<file path="config.mk">
export PLATFORM = sky130hd
export DESIGN_NAME = text_graphics_cell_pixel_serializer_unit
export DESIGN_NICKNAME = d
export VERILOG_FILES = /design/src/hw/rtl/tgcps_pkg.sv /design/src/hw/rtl/text_graphics_cell_pixel_serializer_unit.sv /design/src/hw/rtl/tgcps_render.sv /design/src/hw/rtl/tgcps_serializer.sv
export SDC_FILE = /design/constraint.sdc
export NUM_CORES = 1
export LEC_CHECK = 0
export ABC_AREA = 0
export BUFFER_PORTS_ARGS = -buffer_cell sky130_fd_sc_hd__buf_2
export CORE_MARGIN = 3
export CORE_UTILIZATION = 45
export DETAILED_ROUTE_END_ITERATION = 6
export PLACE_DENSITY = 0.72
export SLEW_MARGIN = 20
export SYNTH_ARGS = -nofsm -noshare
export SYNTH_HDL_FRONTEND = slang
export SYNTH_SLANG_ARGS = --single-unit
</file>
<file path="constraint.sdc">
create_clock -name clk -period 5.8 [get_ports clk]
set_clock_uncertainty 0.1 [all_clocks]
set_input_delay 0.29 -clock clk [delete_from_list [all_inputs] [get_ports clk]]
set_output_delay 0.29 -clock clk [all_outputs]
set_load 0.03 [all_outputs]
</file>
<file path="src/hw/rtl/tgcps_pkg.sv">
// Shared constants and types for the character-cell pixel serializer.
package tgcps_pkg;

    // Field widths.
    localparam int COLOR_W = 5;
    localparam int CFG_W   = 6;
    localparam int BYTE_W  = 8;
    localparam int PIX_MAX = 16;
    localparam int CNT_W   = $clog2(PIX_MAX);

    // Configuration register indexes.
    localparam logic CFG_IDX_MODE  = 1'b0;
    localparam logic CFG_IDX_COLOR = 1'b1;

    // Mode register bit positions.
    localparam int MODE_80COL = 0;
    localparam int MODE_GRAPH = 1;
    localparam int MODE_MONO  = 2;
    localparam int MODE_VIDEO = 3;
    localparam int MODE_G640  = 4;
    localparam int MODE_BLINK = 5;

    // Color select bit positions.
    localparam int CSEL_INTENSITY = 4;
    localparam int CSEL_PALETTE   = 5;

    // Fixed palette codes.
    localparam logic [COLOR_W-1:0] COLOR_BLACK = 5'd0;
    localparam logic [COLOR_W-1:0] COLOR_BASE  = 5'd16;

    // Index of the last pixel for the two cell widths.
    localparam logic [CNT_W-1:0] LAST_NARROW = 4'd7;
    localparam logic [CNT_W-1:0] LAST_WIDE   = 4'd15;

    // One rendered cell: pixel 0 goes out first.
    typedef struct packed {
        logic [PIX_MAX-1:0][COLOR_W-1:0] pix;
        logic [CNT_W-1:0]                last_idx;
    } cell_t;

endpackage

</file>
<file path="src/hw/rtl/text_graphics_cell_pixel_serializer_unit.sv">
// Top level of the character-cell pixel serializer: registers, cell buffer and shifter.
// An accepted item is registered in the cell buffer, then loaded into the shifter.
// One pixel per cycle while out_ready is high; an item gives 8 or 16 pixels.
// A one-cell buffer takes the next item while the current cell is still shifting out.
// Reset (rst_n, async, active low) clears both registers; buffer and shifter go empty.
module text_graphics_cell_pixel_serializer_unit (
    input  logic                            clk,
    input  logic                            rst_n,
    input  logic                            cfg_valid,
    output logic                            cfg_ready,
    input  logic                            cfg_index,
    input  logic [tgcps_pkg::CFG_W-1:0]     cfg_data,
    input  logic                            in_valid,
    output logic                            in_ready,
    input  logic                            sync_blank,
    input  logic                            vsync_gate,
    input  logic                            display_enable,
    input  logic                            cursor_on,
    input  logic                            blink_phase,
    input  logic                            dot_clock_high,
    input  logic [tgcps_pkg::BYTE_W-1:0]    first_byte,
    input  logic [tgcps_pkg::BYTE_W-1:0]    second_byte,
    input  logic [tgcps_pkg::BYTE_W-1:0]    glyph_row,
    output logic                            out_valid,
    input  logic                            out_ready,
    output logic [tgcps_pkg::COLOR_W-1:0]   pixel_color,
    output logic                            last_pixel
);
    import tgcps_pkg::*;

    logic [CFG_W-1:0] mode_reg, mode_next;
    logic [CFG_W-1:0] csel_reg, csel_next;
    cell_t            rendered;
    cell_t            buf_cell_reg, buf_cell_next;
    logic             buf_valid_reg, buf_valid_next;
    logic             ser_load;
    logic             ser_busy;
    logic             ser_finishing;
    logic             in_accept;

    // Configuration writes are always taken.
    assign cfg_ready = 1'b1;

    always_comb
    begin
        mode_next = mode_reg;
        csel_next = csel_reg;
        if (cfg_valid && cfg_ready)
        begin
            case (cfg_index)
                CFG_IDX_MODE:  mode_next = cfg_data;
                CFG_IDX_COLOR: csel_next = cfg_data;
                default:       mode_next = mode_reg;
            endcase
        end
    end

    // Render the incoming item with the current configuration.
    tgcps_render u_render (
        .mode_register  (mode_reg),
        .color_select   (csel_reg),
        .sync_blank     (sync_blank),
        .vsync_gate     (vsync_gate),
        .display_enable (display_enable),
        .cursor_on      (cursor_on),
        .blink_phase    (blink_phase),
        .dot_clock_high (dot_clock_high),
        .first_byte     (first_byte),
        .second_byte    (second_byte),
        .glyph_row      (glyph_row),
        .cell_out       (rendered)
    );

    // Cell buffer: moves into the shifter when it is empty or sending its last pixel.
    assign ser_load  = buf_valid_reg && (!ser_busy || ser_finishing);
    assign in_ready  = !buf_valid_reg || ser_load;
    assign in_accept = in_valid && in_ready;

    always_comb
    begin
        buf_valid_next = buf_valid_reg;
        buf_cell_next  = buf_cell_reg;
        if (in_accept)
        begin
            buf_valid_next = 1'b1;
            buf_cell_next  = rendered;
        end
        else if (ser_load)
        begin
            buf_valid_next = 1'b0;
        end
    end

    always_ff @(posedge clk or negedge rst_n)
    begin
        if (!rst_n)
        begin
            mode_reg      <= '0;
            csel_reg      <= '0;
            buf_valid_reg <= 1'b0;
        end
        else
        begin
            mode_reg      <= mode_next;
            csel_reg      <= csel_next;
            buf_valid_reg <= buf_valid_next;
        end
    end

    always_ff @(posedge clk)
    begin
        buf_cell_reg <= buf_cell_next;
    end

    // Pixel shifter feeding the result channel.
    tgcps_serializer u_serializer (
        .clk         (clk),
        .rst_n       (rst_n),
        .load        (ser_load),
        .cell_in     (buf_cell_reg),
        .out_ready   (out_ready),
        .out_valid   (out_valid),
        .busy        (ser_busy),
        .finishing   (ser_finishing),
        .pixel_color (pixel_color),
        .last_pixel  (last_pixel)
    );

    // A cell never ends early: a taken pixel that is not the last is followed by another.
    a_no_gap: assert property (@(posedge clk) disable iff (!rst_n)
        out_valid && out_ready && !last_pixel |=> out_valid)
        else $error("result stream stopped inside a cell");

    // An item taken while the buffer is full must coincide with the buffer draining.
    a_no_overwrite: assert property (@(posedge clk) disable iff (!rst_n)
        in_valid && in_ready && buf_valid_reg |-> ser_load)
        else $error("buffered cell overwritten");

    // The shifter is reloaded only when empty or on its final pixel.
    a_load_safe: assert property (@(posedge clk) disable iff (!rst_n)
        ser_load |-> (!out_valid || (out_ready && last_pixel)))
        else $error("shifter reloaded mid-cell");

endmodule

</file>
<file path="src/hw/rtl/tgcps_render.sv">
// Cell renderer: turns one character cell and the mode registers into a row of pixels.
module tgcps_render (
    input  logic [tgcps_pkg::CFG_W-1:0]  mode_register,
    input  logic [tgcps_pkg::CFG_W-1:0]  color_select,
    input  logic                         sync_blank,
    input  logic                         vsync_gate,
    input  logic                         display_enable,
    input  logic                         cursor_on,
    input  logic                         blink_phase,
    input  logic                         dot_clock_high,
    input  logic [tgcps_pkg::BYTE_W-1:0] first_byte,
    input  logic [tgcps_pkg::BYTE_W-1:0] second_byte,
    input  logic [tgcps_pkg::BYTE_W-1:0] glyph_row,
    output tgcps_pkg::cell_t             cell_out
);
    import tgcps_pkg::*;

    logic [COLOR_W-1:0]     bgc;
    logic [CNT_W-1:0]       width_last;
    logic [COLOR_W-1:0]     border;
    logic [COLOR_W-1:0]     blank;
    logic [COLOR_W-1:0]     fg;
    logic [COLOR_W-1:0]     bg;
    logic [7:0][COLOR_W-1:0] dot;
    logic [3:0][COLOR_W-1:0] cols;
    logic [2*BYTE_W-1:0]    dat;
    logic [COLOR_W-1:0]     base;

    assign bgc        = {1'b1, color_select[3:0]};
    assign width_last = dot_clock_high ? LAST_NARROW : LAST_WIDE;
    assign dat        = {first_byte, second_byte};

    // Border and blank colors for fill cells.
    always_comb
    begin
        border = (mode_register[MODE_GRAPH] && mode_register[MODE_G640]) ? COLOR_BLACK : bgc;
        if (!mode_register[MODE_GRAPH])
            blank = COLOR_BASE;
        else if (mode_register[MODE_G640])
            blank = COLOR_BLACK;
        else
            blank = bgc;
    end

    // Text foreground and background with blink handling, then the eight text dots.
    always_comb
    begin
        fg = {1'b1, second_byte[3:0]};
        if (mode_register[MODE_BLINK])
        begin
            bg = {2'b10, second_byte[6:4]};
            if (blink_phase && second_byte[7] && !cursor_on)
                fg = bg;
        end
        else
        begin
            bg = {1'b1, second_byte[7:4]};
        end
        for (int d = 0; d < 8; d++)
        begin
            dot[d] = glyph_row[7-d] ? fg : bg;
            if (cursor_on)
                dot[d] = dot[d] ^ 5'b01111;
        end
    end

    // Four-color palette for 320-wide graphics.
    always_comb
    begin
        base    = {1'b1, color_select[CSEL_INTENSITY], 3'b000};
        cols[0] = bgc;
        if (mode_register[MODE_MONO])
        begin
            cols[1] = base | 5'd3;
            cols[2] = base | 5'd4;
            cols[3] = base | 5'd7;
        end
        else if (color_select[CSEL_PALETTE])
        begin
            cols[1] = base | 5'd3;
            cols[2] = base | 5'd5;
            cols[3] = base | 5'd7;
        end
        else
        begin
            cols[1] = base | 5'd2;
            cols[2] = base | 5'd4;
            cols[3] = base | 5'd6;
        end
    end

    // Pick the cell form by priority: sync, display off, video off, then the drawing modes.
    always_comb
    begin
        cell_out = '0;
        if (sync_blank || vsync_gate)
        begin
            cell_out.last_idx = width_last;
            for (int k = 0; k < PIX_MAX; k++)
                cell_out.pix[k] = COLOR_BLACK;
        end
        else if (!display_enable)
        begin
            cell_out.last_idx = width_last;
            for (int k = 0; k < PIX_MAX; k++)
                cell_out.pix[k] = border;
        end
        else if (!mode_register[MODE_VIDEO])
        begin
            cell_out.last_idx = width_last;
            for (int k = 0; k < PIX_MAX; k++)
                cell_out.pix[k] = blank;
        end
        else if (mode_register[MODE_80COL])
        begin
            cell_out.last_idx = LAST_NARROW;
            for (int k = 0; k < 8; k++)
                cell_out.pix[k] = dot[k];
        end
        else if (!mode_register[MODE_GRAPH])
        begin
            cell_out.last_idx = LAST_WIDE;
            for (int k = 0; k < PIX_MAX; k++)
                cell_out.pix[k] = dot[k>>1];
        end
        else if (mode_register[MODE_G640])
        begin
            cell_out.last_idx = LAST_WIDE;
            for (int k = 0; k < PIX_MAX; k++)
                cell_out.pix[k] = dat[15-k] ? bgc : COLOR_BLACK;
        end
        else
        begin
            cell_out.last_idx = LAST_WIDE;
            for (int k = 0; k < PIX_MAX; k++)
                cell_out.pix[k] = cols[dat[15-2*(k>>1) -: 2]];
        end
    end

endmodule

</file>
<file path="src/hw/rtl/tgcps_serializer.sv">
// Pixel shifter: holds one rendered cell and sends out one pixel per accepted result.
module tgcps_serializer (
    input  logic                            clk,
    input  logic                            rst_n,
    input  logic                            load,
    input  tgcps_pkg::cell_t                cell_in,
    input  logic                            out_ready,
    output logic                            out_valid,
    output logic                            busy,
    output logic                            finishing,
    output logic [tgcps_pkg::COLOR_W-1:0]   pixel_color,
    output logic                            last_pixel
);
    import tgcps_pkg::*;

    logic [PIX_MAX-1:0][COLOR_W-1:0] pix_reg, pix_next;
    logic [CNT_W-1:0]                cnt_reg, cnt_next;
    logic                            valid_reg, valid_next;

    assign out_valid   = valid_reg;
    assign busy        = valid_reg;
    assign pixel_color = pix_reg[0];
    assign last_pixel  = (cnt_reg == '0);
    assign finishing   = valid_reg && out_ready && last_pixel;

    // Load a new cell, shift on each accepted pixel, or go empty after the last one.
    always_comb
    begin
        pix_next   = pix_reg;
        cnt_next   = cnt_reg;
        valid_next = valid_reg;
        if (load)
        begin
            pix_next   = cell_in.pix;
            cnt_next   = cell_in.last_idx;
            valid_next = 1'b1;
        end
        else if (valid_reg && out_ready)
        begin
            if (last_pixel)
            begin
                valid_next = 1'b0;
            end
            else
            begin
                pix_next = pix_reg >> COLOR_W;
                cnt_next = cnt_reg - 1'b1;
            end
        end
    end

    // Control state is reset; pixel data is not.
    always_ff @(posedge clk or negedge rst_n)
    begin
        if (!rst_n)
        begin
            valid_reg <= 1'b0;
            cnt_reg   <= '0;
        end
        else
        begin
            valid_reg <= valid_next;
            cnt_reg   <= cnt_next;
        end
    end

    always_ff @(posedge clk)
    begin
        pix_reg <= pix_next;
    end

endmodule
</file>
==> summary.md, run 1 <==
| Metric | Value |
|---|---|
| Status | `finished, final reports clean` |
| GP Congestion | `0.992` |
| Die area | `0.0250 mm²` |
| Clk pwr share | `32.5%` |
| Adder-cell share of the synthesized area | `0.240%` |
| Period utilisation layout | `54.1%` |
| Synth Warn # | `0` |
| Nets | `1157` |
| Multi-input gate area | `0.00457 mm²` |
| Reg area | `0.00529 mm²` |
| Fraction of layout instances using a drive strength above 1 | `11.5%` |
| Initial antenna violation count | `0` |
| Switch Pwr | `0.00110 W` |
| Syn Area/Cell | `9.16 µm²` |
| HP Class | `primary input to flip-flop` |
| Largest net degree at the start of global routing | `77` |
| Worst-path cell chain | `buf_4 -> nor2b_1 -> nand2_1 -> o211a_1 -> a31oi_1 -> o21ai_0` |
| Chip width | `158 µm` |
| Max Cap Viol | `0` |
| Max-slew headroom | `36.1%` |
| H-Tree Depth | `4` |
| Placed inst area | `0.0106 mm²` |
| Critical path class | `flip-flop to flip-flop` |
| Min Tclk post-route | `3140 ps` |
| Final instance area | `0.0112 mm²` |
| Number of global-route vias before repair | `7742` |
| Xor and xnor area share after synthesis | `0.0840%` |
| Setup-failing EPs final | `0` |
| F_max | `0.319 GHz` |
| Starting Density | `45.9%` |
| Overflow after GRT | `0` |
| Synth Register Bits | `179` |
| Die Y | `158 µm` |
| Crit path launch type | `flip-flop` |
| Largest family of logic cells by synthesized area | `compound AO/OA/AOI/OAI gates` |
| TritonCTS Buffers | `17` |
| Rows | `55` |
| Endpoints failing hold | `0` |
| # fillers | `2141` |
| Post-synth ARST share | `10.1%` |
| Switch share | `31.9%` |
| Part of the Yosys area used for sequential elements | `50.7%` |
| Maximum clock insertion buffer count | `2` |
| Io pins | `51` |
| Global-route wire length before repair | `46300 µm` |
| Logic pwr share | `19.5%` |
| TNS Setup | `0 ps` |
| Synth Area in Simple Gates | `19.0%` |
| Clk Latency, worst-skew pair | `450 ps` |
| Post-Syn Nets | `1183` |
| Fin. max-slew vios | `0` |
| Crit path largest cell delay | `810 ps` |
| Post-CTS sizing | `0` |
| Post-synth EDFFs | `161` |
| Core Footprint | `0.0227 mm²` |
| Synth area leaders | `edfxtp_1 (46%), nand2_1 (11%), a21oi_1 (4.5%), dfrtp_1 (4.3%), o21ai_0 (3.9%)` |
| Clk root buf | `clkbuf_16` |
| Max reg flops | `81` |
| Post-synthesis mux area share | `3.91%` |
| Vias | `8718` |
| Drt initial violations | `1327` |
| RSZ-0062 raised after global routing | `no` |
| WP data required | `5850 ps` |
| Worst slew pin tran | `959 ps` |
| Synth top area share | `46.4%` |
| Antenna Cells | `0` |
| P per Cell Area | `309 mW/mm²` |
| # DRC | `0` |
| Post-DRT Antenna Nets | `0` |
| Master of the slowest instance on the critical path | `dfrtp_1` |
| Crit path DAT | `3190 ps` |
| CTS tree | `done` |
| Synthesis-to-layout area growth | `7.43%` |
| Vias per std cell | `6.18` |
| Synth cell types | `68` |
| Int Power | `0.00236 W` |
| Cts hold-fix bufs | `5` |
| Crit end category | `flip-flop` |
| Post-Syn Area | `0.0104 mm²` |
| CP max FO | `29` |
| Clock-pin slew on the worst setup and hold paths | `70 ps` |
| Setup repair bufs after CTS | `0` |
| Seq pwr share | `48.0%` |
| Synth area leader | `edfxtp_1` |
| Cell count after synthesis | `1139` |
| Synth Area in Compound Gates | `20.4%` |
| DR pass1 iterations | `6` |
| Overall Global Routing Usage | `24.0%` |
| Drt wl/cell | `20.9 µm` |
| Main synth FF type | `edfxtp_1` |
| PortBufs | `49` |
| Clock sinks | `179` |
| Hpwl dp | `20200 µm` |
| Max VDD drop | `0.152 mV` |
| Leakage | `4.42 nW` |
| Final WL | `29600 µm` |
[cells in the mapped netlist (all sizes together), types with 3 or more instances]
| cell | count |
|---|---|
| a2111oi | 4 |
| a211o | 3 |
| a211oi | 13 |
| a21boi | 13 |
| a21o | 13 |
| a21oi | 94 |
| a221o | 5 |
| a221oi | 8 |
| a22oi | 13 |
| a31o | 3 |
| a31oi | 17 |
| and2 | 17 |
| and3 | 21 |
| buf | 54 |
| clkbuf | 52 |
| dfrtp | 18 |
| edfxtp | 161 |
| inv | 21 |
| mux2 | 22 |
| mux2i | 16 |
| nand2 | 305 |
| nand2b | 14 |
| nand3 | 22 |
| nor2 | 51 |
| nor2b | 8 |
| nor3 | 3 |
| o211ai | 20 |
| o21a | 4 |
| o21ai | 89 |
| o221ai | 6 |
| o311ai | 4 |
| o31ai | 10 |
| or2 | 5 |
| or3 | 4 |
[path summary, 6_finish.rpt]
kind                                   from  slack [ps]                       end  depth (start not counted)
max                             mode_reg[1]        2660          buf_cell_reg[65]                          6
min                             cfg_data[2]           8               mode_reg[2]                          3
max reg2reg                     mode_reg[1]        2660          buf_cell_reg[65]                          6
min reg2reg                buf_cell_reg[18]         410  u_serializer.pix_reg[14]                          2
max in group asynchronous             rst_n        5080               mode_reg[1]                          2
min in group asynchronous             rst_n         220             buf_valid_reg                          2
[power groups by stage]
stage	sequential [W]	combinational [W]	clock, W
after floorplan	0.00164	0.000514	0
after global placement	0.00168	0.000653	0
after detailed placement	0.00168	0.000656	0
after CTS	0.00166	0.000662	0.00114
after global routing	0.00167	0.000742	0.00119
final	0.00166	0.000676	0.00112
[placed cells by master, fill, tap and decap left out, drive strengths merged, types with 4 or more instances in the layout]
cell type,instances
or2,5
o21ai,89
a21oi,94
nand3,22
a211oi,13
o221ai,6
o21a,4
inv,29
o31ai,10
nand2b,14
and2,17
edfxtp,161
nor2b,8
o211ai,20
a2111oi,4
a221oi,8
a221o,5
o311ai,4
a31oi,17
mux2,22
buf,56
a21o,13
clkbuf,17
clkinv,5
a22oi,13
mux2i,16
a21boi,13
nor2,51
and3,21
or3,4
nand2,305
dlygate4sd3,5
dfrtp,18
[metrics by stage]
step	utilization [%]	hold WS, ps	worst slack, ps	power [W]	std cells
after floorplan	-	-106	1710	0.00215	1139
after global placement	46.6	149	2790	0.00233	1374
after detailed placement	46.6	144	2730	0.00234	1374
after CTS	49.3	3.84	2710	0.00346	1411
after global routing	49.3	21.5	2500	0.00360	1411
final	49.3	7.58	2660	0.00346	1411
[final cells by class]
cell class | count | share of cell area [%]
timing repair buffer | 61 | 3.10
sequential | 179 | 47.2
inverter | 21 | 0.704
clock buffer | 17 | 3.80
tap | 285 | 3.18
clock inverter | 15 | 1.26
multi-input combinational | 833 | 40.8
[critical path: cells and delay by family (launching register included)]
| kind | cells | cell delay (ps) |
|---|---|---|
| buffers and inverters | 1 | 440 |
| AO/OA/AOI/OAI | 3 | 580 |
| flip-flops | 1 | 810 |
| AND/OR/NAND/NOR | 2 | 910 |
[cell families after synthesis]
kind of cell,count (synthesis)
buffers and inverters,127
DFF,179
and+or+nand+nor,458
adders and majority gates,2
AOI/OAI and AO/OA,333
muxes,38
xor gates and xnor gates,1
other,1
[per-layer routing]
metal	track usage (%)	vias up	part of all wire (%)	routed length [µm]
met5	0	-	0	0
met1	37.0	4141	45	13300
met4	7.25	0	2.6	781
li1	-	4023	-	-
met3	4.51	69	9.3	2740
met2	34.3	485	43	12800
No activity file was read; power rests on OpenSTA's default activity.
==> inputs of run 2 (changes only) <==
- clock period: 5.8 -> 2.7 ns (I/O delays scaled with it)
==> run 2 against run 1 <==
Non-clock buffer count up 44. Final cell count rose by 3.1%. Utilization rose by 1.8 points. Register-to-register slack worse by 2400 ps. Highest routed layer is now met5. Largest power group unchanged. Global-route usage is 0.079 points higher. Sequential share of layout area down 1.7 points. Worst hold slack gained 14 ps. Largest cell class unchanged.
==> summary.md, run 2 (synthesis gave the netlist of run 1 again) <==
| Metric | Value |
|---|---|
| # DRC | `0 (unchanged)` |
| Final Hold Slack | `22.0 ps (+14.4 ps)` |
| Initial antenna violation count | `1 (+1)` |
| Core Footprint | `0.0227 mm² (unchanged)` |
| Status | `finished, final reports clean` |
| Chip width | `158 µm (unchanged)` |
| Antenna Cells | `0 (unchanged)` |
| Number of global-route vias before repair | `8314 (+7.4%)` |
| Drt initial violations | `1204 (-9.3%)` |
| GP Congestion | `1.00 (+1.0%)` |
| Power, Total | `0.00746 W (+120%)` |
| Clk root buf | `clkbuf_16` |
| Max-slew headroom | `51.0% (+15 points)` |
| Synthesis-to-layout area growth | `11.3%` |
| Starting Density | `45.9% (unchanged)` |
| Overall Global Routing Usage | `24.1% (+0.079 points)` |
| Global routing met2 resource utilization | `36.6% (+2.3 points)` |
| P per Cell Area | `642 mW/mm² (+110%)` |
| Vias | `8794 (+0.87%)` |
| Final instance area | `0.0116 mm² (+3.7%)` |
| Die Y | `158 µm (unchanged)` |
| Max reg flops | `81 (unchanged)` |
| Clk Latency, worst-skew pair | `430 ps (-20 ps)` |
| Vias per std cell | `6.04 (-2.2%)` |
| CP max FO | `18 (-38%)` |
| Fraction of layout instances using a drive strength above 1 | `14.4% (+2.9 points)` |
| Gr busiest metal | `met2` |
| HP Class | `primary input to flip-flop` |
| RSZ-0062 raised after global routing | `no` |
| Final WL | `29600 µm (about the same)` |
| Global-route wire length before repair | `46500 µm (+0.42%)` |
| Post-CTS sizing | `0 (unchanged)` |
| Crit path launch type | `flip-flop` |
| GRT met1 Usage | `33.6% (-3.4 points)` |
| Max Cap Viol | `0 (unchanged)` |
| Rows | `55 (unchanged)` |
| Final setup margin | `240 ps (-2420 ps)` |
| TNS Setup | `0 ps (unchanged)` |
| Critical path class | `flip-flop to flip-flop` |
| Nets | `1201 (+3.8%)` |
| Clock sinks | `179 (unchanged)` |
| Fin. max-slew vios | `0 (unchanged)` |
| Pre-CTS setup slack | `270 ps (-2460 ps)` |
| Register-to-register setup slack | `240 ps (-2420 ps)` |
| Largest net degree at the start of global routing | `76 (-1.3%)` |
| Commonest non-fill, non-tap cells in the layout | `nand2_1 (303), edfxtp_1 (161), a21oi_1 (92)` |
| H-Tree Depth | `4 (unchanged)` |
| Global routing usage on met3 | `6.15% (+1.6 points)` |
| Crit end category | `flip-flop` |
| Endpoints failing hold | `0 (unchanged)` |
| Period utilisation layout | `91.1% (+37 points)` |
| Worst slew pin tran | `735 ps (-224 ps)` |
| Max VDD drop | `0.393 mV (+160%)` |
| Min Tclk post-route | `2460 ps (-676 ps)` |
| Io pins | `51 (unchanged)` |
| Post-DRT Antenna Nets | `0 (unchanged)` |
| # fillers | `2104 (-1.7%)` |
| Hpwl dp | `20900 µm (+3.5%)` |
| F_max | `0.406 GHz (+27%)` |
| Placed inst area | `0.0110 mm² (+3.5%)` |
| Setup-failing EPs final | `0 (unchanged)` |
| Crit path DAT | `2490 ps (-700 ps)` |
| Maximum clock insertion buffer count | `2 (unchanged)` |
| Leakage | `4.64 nW (+4.9%)` |
| Clock-pin slew on the worst setup and hold paths | `70 ps (about the same)` |
| PortBufs | `49 (unchanged)` |
| Drt wl/cell | `20.3 µm (-3.1%)` |
| TritonCTS Buffers | `17 (unchanged)` |
| WP data required | `2730 ps (-3120 ps)` |
| DR pass1 iterations | `6 (unchanged)` |
| CTS tree | `done` |
| Leading cell type in the layout, fill and taps excluded | `nand2_1` |
| Overflow after GRT | `0 (unchanged)` |
| Die area | `0.0250 mm² (unchanged)` |
-- run 2: cell types whose count changed in the layout (fill, tap and decap cells not counted), moves of 2 or more --
cell           previous run  this run
dlygate4sd3_1             5         9
clkinv_4                  1         5
clkbuf_1                  0         2
inv_6                     6         2
clkinv_2                  2         0
buf_4                     7        42
clkinv_8                  2         0
buf_12                    0         5
-- run 2: metrics by stage --
stage / util (%) / std cells
4_1_cts: 51.1 / 1455
3_5_place_dp: 48.3 / 1414
5_1_grt: 51.1 / 1455
3_3_place_gp: 48.3 / 1414
6_report: 51.1 / 1455
2_1_floorplan: - / 1139
-- run 2: what timing repair did --
item	CTS	global route
endpoints found under the setup margin	0	0
buffers inserted	0	0
hold endpoints to repair	33	0
hold buffers	9	0
-- run 2: final timing paths --
path | cells after the start | end | start
worst max-delay path | 8 | buf_cell_reg[67] | u_serializer.cnt_reg[0]
worst min-delay path | 4 | mode_reg[0] | cfg_index
worst max register to register | 8 | buf_cell_reg[67] | u_serializer.cnt_reg[0]
worst min register to register | 2 | u_serializer.pix_reg[71] | buf_cell_reg[75]
max in group asynchronous | 2 | csel_reg[2] | rst_n
min in group asynchronous | 2 | mode_reg[2] | rst_n
-- run 2: worst max-delay path: stages, from the launching register on --
cell     delay (ps)
dfrtp_1         410
inv_1           100
ha_2            160
or3b_4          420
o21ai_4         230
inv_1            80
nand2_2          90
and2_4          320
buf_4           240
-- run 2: routing by layer --
layer  wire [µm]  vias to the layer above  part of all wire (%)
li1            -                     4113                     -
met1       12900                     4148                    44
met2       12900                      452                    44
met3        2700                       79                   9.1
met4        1010                        2                   3.4
met5          12                        -                 0.041
-- run 2: layout make-up --
| cell class | instances | area (µm²) | share of cell area, % |
|---|---|---|---|
| tap | 285 | 357 | 3.07 |
| timing repair buffer | 105 | 751 | 6.46 |
| sequential | 179 | 5290 | 45.5 |
| clock inverter | 13 | 129 | 1.11 |
| multi-input combinational | 833 | 4580 | 39.4 |
| inverter | 21 | 78.8 | 0.679 |
| clock buffer | 19 | 433 | 3.73 |
-- run 2: where the power goes --
part	internal, W	switching, W
Combinational	0.000556	0.00106
Sequential	0.00337	0.000133
Clock	0.00129	0.00106
Total	0.00522	0.00225
